===== src/rtl/rvimm_pkg.sv =====
// Shared types and constants for the RV32I immediate/load execute block.
`timescale 1ns / 1ps

package rvimm_pkg;

    // Data memory geometry: byte-addressed, split into four byte banks.
    // MEM_BYTES must be a power of two and a multiple of BANKS.
    localparam int MEM_BYTES = 4096;
    localparam int MEM_AW    = $clog2(MEM_BYTES);
    localparam int BANKS     = 4;
    localparam int BANK_W    = $clog2(BANKS);
    localparam int ROWS      = MEM_BYTES / BANKS;
    localparam int ROW_W     = $clog2(ROWS);

    localparam int XLEN      = 32;
    localparam int NREGS     = 32;
    localparam int REG_W     = $clog2(NREGS);

    // Link offset for JALR.
    localparam logic [XLEN-1:0] PC_STEP = 32'd4;

    // Command codes as they arrive on the cmd port.
    typedef enum logic [3:0] {
        CMD_ADDI    = 4'd0,
        CMD_ANDI    = 4'd1,
        CMD_JALR    = 4'd2,
        CMD_LB      = 4'd3,
        CMD_LBU     = 4'd4,
        CMD_LH      = 4'd5,
        CMD_LHU     = 4'd6,
        CMD_LW      = 4'd7,
        CMD_ORI     = 4'd8,
        CMD_SLLI    = 4'd9,
        CMD_SLTI    = 4'd10,
        CMD_SLTIU   = 4'd11,
        CMD_SRAI    = 4'd12,
        CMD_SRLI    = 4'd13,
        CMD_XORI    = 4'd14,
        CMD_PRELOAD = 4'd15
    } cmd_t;

    // Operation the back end performs for non-load instructions.
    typedef enum logic [3:0] {
        ALU_ADD,
        ALU_AND,
        ALU_OR,
        ALU_XOR,
        ALU_SLT,
        ALU_SLTU,
        ALU_SLL,
        ALU_SRL,
        ALU_SRA,
        ALU_LINK,
        ALU_NONE
    } alu_op_t;

    typedef enum logic [1:0] {
        LD_BYTE,
        LD_HALF,
        LD_WORD
    } ld_size_t;

    // Classified instruction, as held in the queue between front and back.
    typedef struct packed {
        alu_op_t           op;
        logic              is_load;
        ld_size_t          ld_size;
        logic              ld_signed;
        logic              is_jalr;
        logic              is_preload;
        logic              wr;        // writes a nonzero rd
        logic [REG_W-1:0]  rd;
        logic [REG_W-1:0]  rs;
        logic [XLEN-1:0]   imm;
        logic [MEM_AW-1:0] pl_addr;
        logic [7:0]        pl_byte;
    } dec_t;

endpackage


===== src/rtl/rvimm_queue.sv =====
// Two-entry queue of classified instructions between front and back end.
`timescale 1ns / 1ps

module rvimm_queue (
    input  logic             clk,
    input  logic             rst_n,
    input  logic             push,
    input  rvimm_pkg::dec_t  push_item,
    input  logic             pop,
    output logic             full,
    output logic             head_valid,
    output rvimm_pkg::dec_t  head_item
);

    rvimm_pkg::dec_t entry_reg [2];
    logic            wr_ptr_reg;
    logic            rd_ptr_reg;
    logic [1:0]      count_reg;

    assign full       = (count_reg == 2'd2);
    assign head_valid = (count_reg != 2'd0);
    assign head_item  = entry_reg[rd_ptr_reg];

    // Pointers and fill count
    always_ff @(posedge clk or negedge rst_n)
    begin
        if (!rst_n)
        begin
            wr_ptr_reg <= 1'b0;
            rd_ptr_reg <= 1'b0;
            count_reg  <= 2'd0;
        end
        else
        begin
            if (push)
                wr_ptr_reg <= !wr_ptr_reg;
            if (pop)
                rd_ptr_reg <= !rd_ptr_reg;
            if (push && !pop)
                count_reg <= count_reg + 2'd1;
            else if (pop && !push)
                count_reg <= count_reg - 2'd1;
        end
    end

    // Entry storage
    always_ff @(posedge clk)
    begin
        if (push)
            entry_reg[wr_ptr_reg] <= push_item;
    end

endmodule


===== config.mk =====
export PLATFORM = sky130hd
export DESIGN_NAME = rvimm_queue
export DESIGN_NICKNAME = d
export VERILOG_FILES = /design/src/rtl/rvimm_pkg.sv /design/src/rtl/rvimm_queue.sv
export SDC_FILE = /design/constraint.sdc
export NUM_CORES = 1
export LEC_CHECK = 0
export BUFFER_PORTS_ARGS = -buffer_cell sky130_fd_sc_hd__buf_2
export CORE_ASPECT_RATIO = 1.5
export CORE_UTILIZATION = 40
export CTS_CLUSTER_DIAMETER = 100
export DETAILED_ROUTE_END_ITERATION = 12
export REMOVE_ABC_BUFFERS = 1
export SYNTH_ARGS = -nofsm -noshare
export SYNTH_HDL_FRONTEND = slang
export SYNTH_SLANG_ARGS = --single-unit

===== constraint.sdc =====
create_clock -name clk -period 8.99 [get_ports clk]
set_clock_uncertainty 0.15 [all_clocks]
set_input_delay 1.798 -clock clk [delete_from_list [all_inputs] [get_ports clk]]
set_output_delay 1.798 -clock clk [all_outputs]
set_load 0.005 [all_outputs]

==> flow_metrics.env <==
export IMPL_wl_per_cell_um=16.3
export IMPL_outcome="finished clean"
export IMPL_die_y_um=148
export IMPL_clk_latency_ns=0.41
export IMPL_htree_levels=4
export IMPL_reg2regPathDepth=2
export IMPL_postCtsSetupBuffers=0
export IMPL_ff2ff_setup_slack_ns=6.58
export IMPL_num_vias=2749
export IMPL_initial_core_util_pct=40.8
export IMPL_hold_start="count_reg[1]"
export IMPL_r2r_end="entry_reg[0][30]"
export IMPL_crit_arrival_ns=2.50
export IMPL_min_path_cells=1
export IMPL_io_pin_count=152
export IMPL_hp_class="reg2reg"
export IMPL_slew_violations=0
export IMPL_yosysWarningCount=0
export IMPL_root_buffer="clkbuf_16"
export IMPL_finalCritPeriodShare_pct=49.5
export IMPL_placed_cell_area_um2=6650
export IMPL_worst_r2r_startpoint="wr_ptr_reg"
export IMPL_die_w_um=99.5
export IMPL_setup_violations=0
export IMPL_max_slew_margin_pct=30.6
export IMPL_grt_pass1_vias=2903
export IMPL_clk_pin_slew_ns=0.06
export IMPL_critPathMaxFanout=40
export IMPL_design_area_um2=7190
export IMPL_yosysUniqueCellTypes=14
export IMPL_hold_end="count_reg[1]"
export IMPL_drt_total_wl_um=10000
export IMPL_gr_total_overflow=0
export IMPL_grt_max_degree=74
export IMPL_post_place_ws_ns=4.93
export IMPL_track_usage_pct=14.0
export IMPL_drt_iter0_drc=68
export IMPL_cp_required_ns=7.04
export IMPL_finalPower_uw=2230
export IMPL_globalplace_congestion=0.697
export IMPL_cts_tree="built"
export IMPL_rsz0062_at_grt="false"
export IMPL_netlist_area_um2=5700
export IMPL_core_um2=14000
export IMPL_clockBufferDepth=2
export IMPL_yosysTopAreaCell="edfxtp_1"
export IMPL_fmax_mhz=225
export IMPL_power_density_nw_per_um2=310
export IMPL_cts_buffers=17
export IMPL_synth_seq_cells=150
export IMPL_final_antenna_net_count=0
export IMPL_crit_type="reg2out"
export IMPL_ys_top_cells_by_area="edfxtp_1, mux2_4, mux2_2"
export IMPL_cts_resized=0
export IMPL_start_kind="flip-flop"
export IMPL_p_leak_uw=0.00287
export IMPL_fin_util_pct=51.4
export IMPL_post_drt_via_cell_ratio=4.48
export IMPL_ctsHoldBuffers=0
export IMPL_syn_area_per_cell_um2=23.5
export IMPL_antenna_found_initial=4
export IMPL_hpwl_um=6420
export IMPL_synthToLayoutAreaGrowth_pct=26.0
export IMPL_critPathCaptureType="primary output"
export IMPL_grt_pass1_wl_um=15000
export IMPL_dieArea_um2=14800
export IMPL_synth_top_cell_area_share_pct=76.9
export IMPL_worst_pin_slew_ns=1.04
export IMPL_cts_sinks=150
export IMPL_largest_reg_flops=146
export IMPL_nNetsFinal=485
export IMPL_fin_tns_setup_ns=0
export IMPL_hold_viol=0
export IMPL_drc=0
export IMPL_maxCapViolCount=0
export IMPL_drive_above_1_share_pct=61.7
export IMPL_dr_pass1_iters=4
export IMPL_fin_crit_ns=4.45
export IMPL_io_buffers=151
export IMPL_synth_seq_area_share_pct=78.6
export IMPL_vdd_ir_drop_max_mv=0.238
export IMPL_syn_inst=243
export IMPL_worst_slack_ns=4.54
export IMPL_rows=53
[cells by family (layout without fill, tap and decap cells)]
family / Yosys count / count (layout) / synth area share, %
flip-flops: 150 / 150 / 78.6
multiplexers: 73 / 73 / 18.4
buffers and inverters: 9 / 184 / 1.54
XOR/XNOR: 5 / 5 / 0.768
AND/OR/NAND/NOR: 5 / 5 / 0.505
adder cells (fa/ha/maj): 1 / 1 / 0.219
other: 0 / 3 / 0
[synth_stat cells]
cell type	number
nor2b_1	2
buf_2	1
and2_1	1
inv_1	1
xor2_1	4
mux2_4	60
nor2_1	1
ha_1	1
xnor2_1	1
buf_6	7
edfxtp_1	146
or2_2	1
dfrtp_1	4
mux2_2	13
[where the power goes]
| group | switching, uW | internal [uW] |
|---|---|---|
| registers | 75.3 | 932 |
| clock network | 262 | 377 |
| logic | 246 | 338 |
[stage by stage]
step           hold slack [ns]  cells
2_1_floorplan            0.297    235
3_3_place_gp             0.314    580
3_5_place_dp             0.329    580
4_1_cts                  0.339    610
5_1_grt                  0.355    611
6_report                 0.332    613
[layout by cell type, fill, tap and decap left out]
cell type,count
dfrtp_1,3
clkbuf_1,1
and2_4,1
bufinv_16,1
or2_2,1
diode_2,3
mux2_4,60
inv_6,3
mux2_2,13
nor2_1,1
clkinv_1,1
clkinv_2,3
inv_1,1
buf_2,151
clkinvlp_4,4
nor2b_4,1
nor2b_1,1
buf_4,2
dfrtp_4,1
clkbuf_16,17
xor2_1,4
edfxtp_1,146
xnor2_1,1
ha_1,1
[worst max-delay path by stage]
stage | end | cells after the start | from | slack [ns]
6_report | head_item[58] | 3 | rd_ptr_reg | 4.54
4_1_cts | head_item[58] | 3 | rd_ptr_reg | 4.48
3_5_place_dp | head_item[58] | 3 | rd_ptr_reg | 4.93
3_3_place_gp | head_item[62] | 3 | rd_ptr_reg | 4.95
5_1_grt | head_item[62] | 3 | rd_ptr_reg | 4.42
2_1_floorplan | entry_reg[0][0] | 1 | push | 3.33
[critical path, cell delays in order (launching register included)]
cell,delay (ns)
dfrtp_4,0.82
buf_4,0.69
mux2_2,0.40
buf_2,0.13
[layout make-up]
cell class              count  area (um^2)
diodes                      3         7.51
clock buffers              18          429
clock inverters            12          105
fillers                  1174         6810
inverters                   1         3.75
multi-input cells          84         1140
flip-flops and latches    150         4490
well taps                 192          240
repair buffers            153          771
[routing by layer]
layer	up-vias	GRT usage (%)	part of all wire, %
met3	15	5.17	5.8
met1	1360	13.8	37
li1	1291	-	-
met5	-	0	0
met2	83	25.2	55
met4	0	7.13	2.3
Power figures use the tool's default switching activity.
