### src/rtl/rvimm_pkg.sv
// Shared types and constants for the RV32I immediate/load execute block.
`timescale 1ns / 1ps

package rvimm_pkg;

    // Data memory geometry: byte-addressed, split into four byte banks.
    // MEM_BYTES must be a power of two and a multiple of BANKS.
    localparam int MEM_BYTES = 4096;
    localparam int MEM_AW    = $clog2(MEM_BYTES);
    localparam int BANKS     = 4;
    localparam int BANK_W    = $clog2(BANKS);
    localparam int ROWS      = MEM_BYTES / BANKS;
    localparam int ROW_W     = $clog2(ROWS);

    localparam int XLEN      = 32;
    localparam int NREGS     = 32;
    localparam int REG_W     = $clog2(NREGS);

    // Link offset for JALR.
    localparam logic [XLEN-1:0] PC_STEP = 32'd4;

    // Command codes as they arrive on the cmd port.
    typedef enum logic [3:0] {
        CMD_ADDI    = 4'd0,
        CMD_ANDI    = 4'd1,
        CMD_JALR    = 4'd2,
        CMD_LB      = 4'd3,
        CMD_LBU     = 4'd4,
        CMD_LH      = 4'd5,
        CMD_LHU     = 4'd6,
        CMD_LW      = 4'd7,
        CMD_ORI     = 4'd8,
        CMD_SLLI    = 4'd9,
        CMD_SLTI    = 4'd10,
        CMD_SLTIU   = 4'd11,
        CMD_SRAI    = 4'd12,
        CMD_SRLI    = 4'd13,
        CMD_XORI    = 4'd14,
        CMD_PRELOAD = 4'd15
    } cmd_t;

    // Operation the back end performs for non-load instructions.
    typedef enum logic [3:0] {
        ALU_ADD,
        ALU_AND,
        ALU_OR,
        ALU_XOR,
        ALU_SLT,
        ALU_SLTU,
        ALU_SLL,
        ALU_SRL,
        ALU_SRA,
        ALU_LINK,
        ALU_NONE
    } alu_op_t;

    typedef enum logic [1:0] {
        LD_BYTE,
        LD_HALF,
        LD_WORD
    } ld_size_t;

    // Classified instruction, as held in the queue between front and back.
    typedef struct packed {
        alu_op_t           op;
        logic              is_load;
        ld_size_t          ld_size;
        logic              ld_signed;
        logic              is_jalr;
        logic              is_preload;
        logic              wr;        // writes a nonzero rd
        logic [REG_W-1:0]  rd;
        logic [REG_W-1:0]  rs;
        logic [XLEN-1:0]   imm;
        logic [MEM_AW-1:0] pl_addr;
        logic [7:0]        pl_byte;
    } dec_t;

endpackage

### src/rtl/rvimm_front.sv
// Front end: input handshake and instruction classification.
`timescale 1ns / 1ps

module rvimm_front (
    input  logic                     in_valid,
    output logic                     in_ready,
    input  logic [3:0]               cmd,
    input  logic [4:0]               dest_index,
    input  logic [4:0]               src_index,
    input  logic signed [11:0]       immediate,
    input  logic [11:0]              preload_addr,
    input  logic [7:0]               preload_byte,
    input  logic                     q_full,
    input  logic                     mem_ready,
    output logic                     push,
    output rvimm_pkg::dec_t          push_item
);

    // Accept only when the queue has room and the memory clear is done
    assign in_ready = !q_full && mem_ready;
    assign push     = in_valid && in_ready;

    // Decode the command into an operation class
    always_comb
    begin
        push_item            = '0;
        push_item.op         = rvimm_pkg::ALU_NONE;
        push_item.ld_size    = rvimm_pkg::LD_WORD;
        push_item.rd         = dest_index;
        push_item.rs         = src_index;
        push_item.imm        = {{(rvimm_pkg::XLEN-12){immediate[11]}}, immediate};
        push_item.pl_addr    = preload_addr[rvimm_pkg::MEM_AW-1:0];
        push_item.pl_byte    = preload_byte;
        push_item.wr         = (dest_index != '0);

        case (rvimm_pkg::cmd_t'(cmd))
            rvimm_pkg::CMD_ADDI:  push_item.op = rvimm_pkg::ALU_ADD;
            rvimm_pkg::CMD_ANDI:  push_item.op = rvimm_pkg::ALU_AND;
            rvimm_pkg::CMD_ORI:   push_item.op = rvimm_pkg::ALU_OR;
            rvimm_pkg::CMD_XORI:  push_item.op = rvimm_pkg::ALU_XOR;
            rvimm_pkg::CMD_SLTI:  push_item.op = rvimm_pkg::ALU_SLT;
            rvimm_pkg::CMD_SLTIU: push_item.op = rvimm_pkg::ALU_SLTU;
            rvimm_pkg::CMD_SLLI:  push_item.op = rvimm_pkg::ALU_SLL;
            rvimm_pkg::CMD_SRLI:  push_item.op = rvimm_pkg::ALU_SRL;
            rvimm_pkg::CMD_SRAI:  push_item.op = rvimm_pkg::ALU_SRA;
            rvimm_pkg::CMD_JALR:
            begin
                push_item.op      = rvimm_pkg::ALU_LINK;
                push_item.is_jalr = 1'b1;
            end
            rvimm_pkg::CMD_LB:
            begin
                push_item.is_load   = 1'b1;
                push_item.ld_size   = rvimm_pkg::LD_BYTE;
                push_item.ld_signed = 1'b1;
            end
            rvimm_pkg::CMD_LBU:
            begin
                push_item.is_load = 1'b1;
                push_item.ld_size = rvimm_pkg::LD_BYTE;
            end
            rvimm_pkg::CMD_LH:
            begin
                push_item.is_load   = 1'b1;
                push_item.ld_size   = rvimm_pkg::LD_HALF;
                push_item.ld_signed = 1'b1;
            end
            rvimm_pkg::CMD_LHU:
            begin
                push_item.is_load = 1'b1;
                push_item.ld_size = rvimm_pkg::LD_HALF;
            end
            rvimm_pkg::CMD_LW:
            begin
                push_item.is_load = 1'b1;
                push_item.ld_size = rvimm_pkg::LD_WORD;
            end
            rvimm_pkg::CMD_PRELOAD:
            begin
                push_item.is_preload = 1'b1;
                push_item.wr         = 1'b0;
            end
            default:
            begin
                push_item.op = rvimm_pkg::ALU_NONE;
                push_item.wr = 1'b0;
            end
        endcase
    end

endmodule

### config.mk
export PLATFORM = sky130hd
export DESIGN_NAME = rvimm_front
export DESIGN_NICKNAME = d
export VERILOG_FILES = /design/src/rtl/rvimm_pkg.sv /design/src/rtl/rvimm_front.sv
export SDC_FILE = /design/constraint.sdc
export NUM_CORES = 1
export LEC_CHECK = 0
export BUFFER_PORTS_ARGS = -buffer_cell sky130_fd_sc_hd__buf_2
export CORE_MARGIN = 2
export CORE_UTILIZATION = 31
export DETAILED_ROUTE_END_ITERATION = 16
export GPL_TIMING_DRIVEN = 0
export MAX_ROUTING_LAYER = met4
export PLACE_DENSITY = 0.9
export SYNTH_ARGS = -nofsm -noshare
export SYNTH_HDL_FRONTEND = slang
export SYNTH_SLANG_ARGS = --single-unit
### constraint.sdc
create_clock -name vclk -period 1.5
set_clock_uncertainty 0.15 [all_clocks]
set_input_delay 0.3 -clock vclk [all_inputs]
set_output_delay 0.3 -clock vclk [all_outputs]
set_load 0.01 [all_outputs]
==> flow_metrics.env <==
export IMPL_worstPathBufferInverterCount=3
export IMPL_areaGrowthSynthToFinish_pct=75.69
export IMPL_port_buffers=87
export IMPL_core_area_mm2=0.002212
export IMPL_chipHeight_um=52.22
export IMPL_layout_drive_gt1_share_pct=90.91
export IMPL_postRouteAntennaNets=0
export IMPL_fin_util_pct=57.24
export IMPL_synth_area_um2=720.7
export IMPL_yosysSeqAreaShare_pct=0
export IMPL_drc=0
export IMPL_synth_cell_types=24
export IMPL_powerDensity_mw_per_mm2=307.2
export IMPL_avgSynthCellArea_um2=7.667
export IMPL_synth_net_count=143
export IMPL_routedWlPerCell_um=9.577
export IMPL_pin_count=124
export IMPL_seq_cells=0
export IMPL_final_cell_mix="buf_2, buf_4, buf_6"
export IMPL_nets=238
export IMPL_grt_max_degree=22
export IMPL_slowest_delay_ps=200
export IMPL_drtIter0Drc=4
export IMPL_initial_core_util_pct=32.58
export IMPL_dp_slack_ps=-21.31
export IMPL_cp_start_kind="primary input"
export IMPL_setup_viol=0
export IMPL_period_minus_slack_ps=1493
export IMPL_critPathKind="primary input to output pin"
export IMPL_globalRoute_totalOverflow=0
export IMPL_vias=844
export IMPL_ys_warn_count=0
export IMPL_nFillCells=214
export IMPL_hpwl_mm=1.633
export IMPL_final_common_cell="buf_2"
export IMPL_hold_viol=0
export IMPL_diodes=0
export IMPL_status="finished, final reports clean"
export IMPL_die_area_mm2=0.002726
export IMPL_cap_violations=0
export IMPL_fmax_mhz=670.0
export IMPL_slowest_stage="a211oi_2"
export IMPL_placed_cells=209
export IMPL_layout_setup_ws_ps=7.443
export IMPL_rows=17
export IMPL_grt_pass1_vias=617
export IMPL_chipWidth_um=52.22
export IMPL_tightest_slew_ps=237.3
export IMPL_seqCellArea_um2=0
export IMPL_antenna_found_initial=0
export IMPL_ir_drop_mv=0.1866
export IMPL_clkbuf_count=0
export IMPL_first_pass_iters=4
export IMPL_postPlaceCellArea_mm2=0.001191
export IMPL_fin_crit_sh_pct=99.50
export IMPL_gp_congestion=0.7946
export IMPL_leakagePower_nw=0.7870
export IMPL_grt_pass1_wl_mm=2.428
export IMPL_slew_viol_final=0
export IMPL_final_area_mm2=0.001266
export IMPL_critPathTopFamily="buffers and inverters"
export IMPL_rsz0062_at_grt="true"
export IMPL_cp_required_ps=1050
export IMPL_fin_cells=215
export IMPL_end_kind="output pin"
export IMPL_routed_wirelength_mm=2.059
export IMPL_crit_arrival_ps=1040
export IMPL_crit_top_cell="buf_2"
export IMPL_synth_top_cell_by_area="buf_4"
export IMPL_synth_top_area_share_pct=66.67
export IMPL_path_max_fanout=10
export IMPL_multi_input_area_um2=235.2
export IMPL_hold_buffers=0
export IMPL_path_cells="buf_2 -> buf_6 -> xnor2_1 -> a211oi_2 -> buf_2"
export IMPL_grt_usage_pct=11.10
export IMPL_yosys_top_cells_area="buf_4, xnor2_1, nor3b_2, buf_6, a21oi_1"
export IMPL_post_drt_via_cell_ratio=3.926
export IMPL_syn_instance_count=94
export IMPL_slew_headroom_pct=84.14
export IMPL_hold_path_class="primary input to output pin"
-- Yosys cell counts --
master / instances
a21bo_2: 1
nor2_1: 2
o21ai_0: 1
buf_4: 64
a22o_1: 1
buf_6: 2
nor3_2: 1
a211oi_2: 1
nor2b_1: 1
a21oi_1: 3
o21bai_1: 1
and4_2: 1
xnor2_1: 3
and2_1: 1
nor3_1: 1
and3b_2: 1
a21boi_0: 1
nand3_1: 1
xor2_1: 1
nor3b_2: 2
nor4b_1: 1
o22ai_1: 1
and4bb_2: 1
inv_1: 1
-- per-layer routing --
layer	track usage, %	part of all wire (%)	vias to the layer above
li1	-	-	428
met1	13.75	36	354
met2	21.31	54	62
met3	0.2857	10	0
met4	0	0	0
met5	-	0	-
-- report_power, final --
| part | switching [mW] | internal (mW) |
|---|---|---|
| combinational | 0.157 | 0.232 |
| sequential | 0 | 0 |
| clock | 0 | 0 |
-- logic make-up (layout without fill, tap and decap cells) --
group                  count (synthesis)  count (layout)  synth area share, %
XOR/XNOR                               4               4                4.862
AND/OR/NAND/NOR                       13              13                14.76
buffers and inverters                 67             160                70.31
AO/OA/AOI/OAI                         10              10                10.07
-- what timing repair did --
| item | 4_1_cts | 5_1_grt |
|---|---|---|
| endpoints found under the setup margin | 4 | 7 |
| buffers inserted | 1 | 2 |
| resized for setup | 2 | 6 |
| gates cloned | 1 | 2 |
| pin swaps | 1 | 3 |
-- area by class of cell --
| class | count | share of cell area, % |
|---|---|---|
| Buffer | 66 | 40.32 |
| Inverter | 1 | 0.2964 |
| Multi-Input combinational cell | 27 | 18.58 |
| Tap cell | 28 | 2.767 |
| Timing Repair Buffer | 93 | 38.04 |
-- through the flow --
step           hold WS (ps)  total power, mW  TNS, ps
6_report              633.1           0.3889        0
5_1_grt               636.6           0.4171   -94.11
4_1_cts               634.3           0.3746        0
3_5_place_dp          634.3           0.3686   -73.56
3_3_place_gp          633.5           0.3618   -24.89
2_1_floorplan         501.0           0.2427        0
-- final timing paths --
kind       startpoint             to  slack [ps]  cells after the start
max            cmd[3]  push_item[70]           7                      5
min   preload_byte[0]   push_item[0]         630                      2
Note: power is estimated with default switching activity, not from simulation.
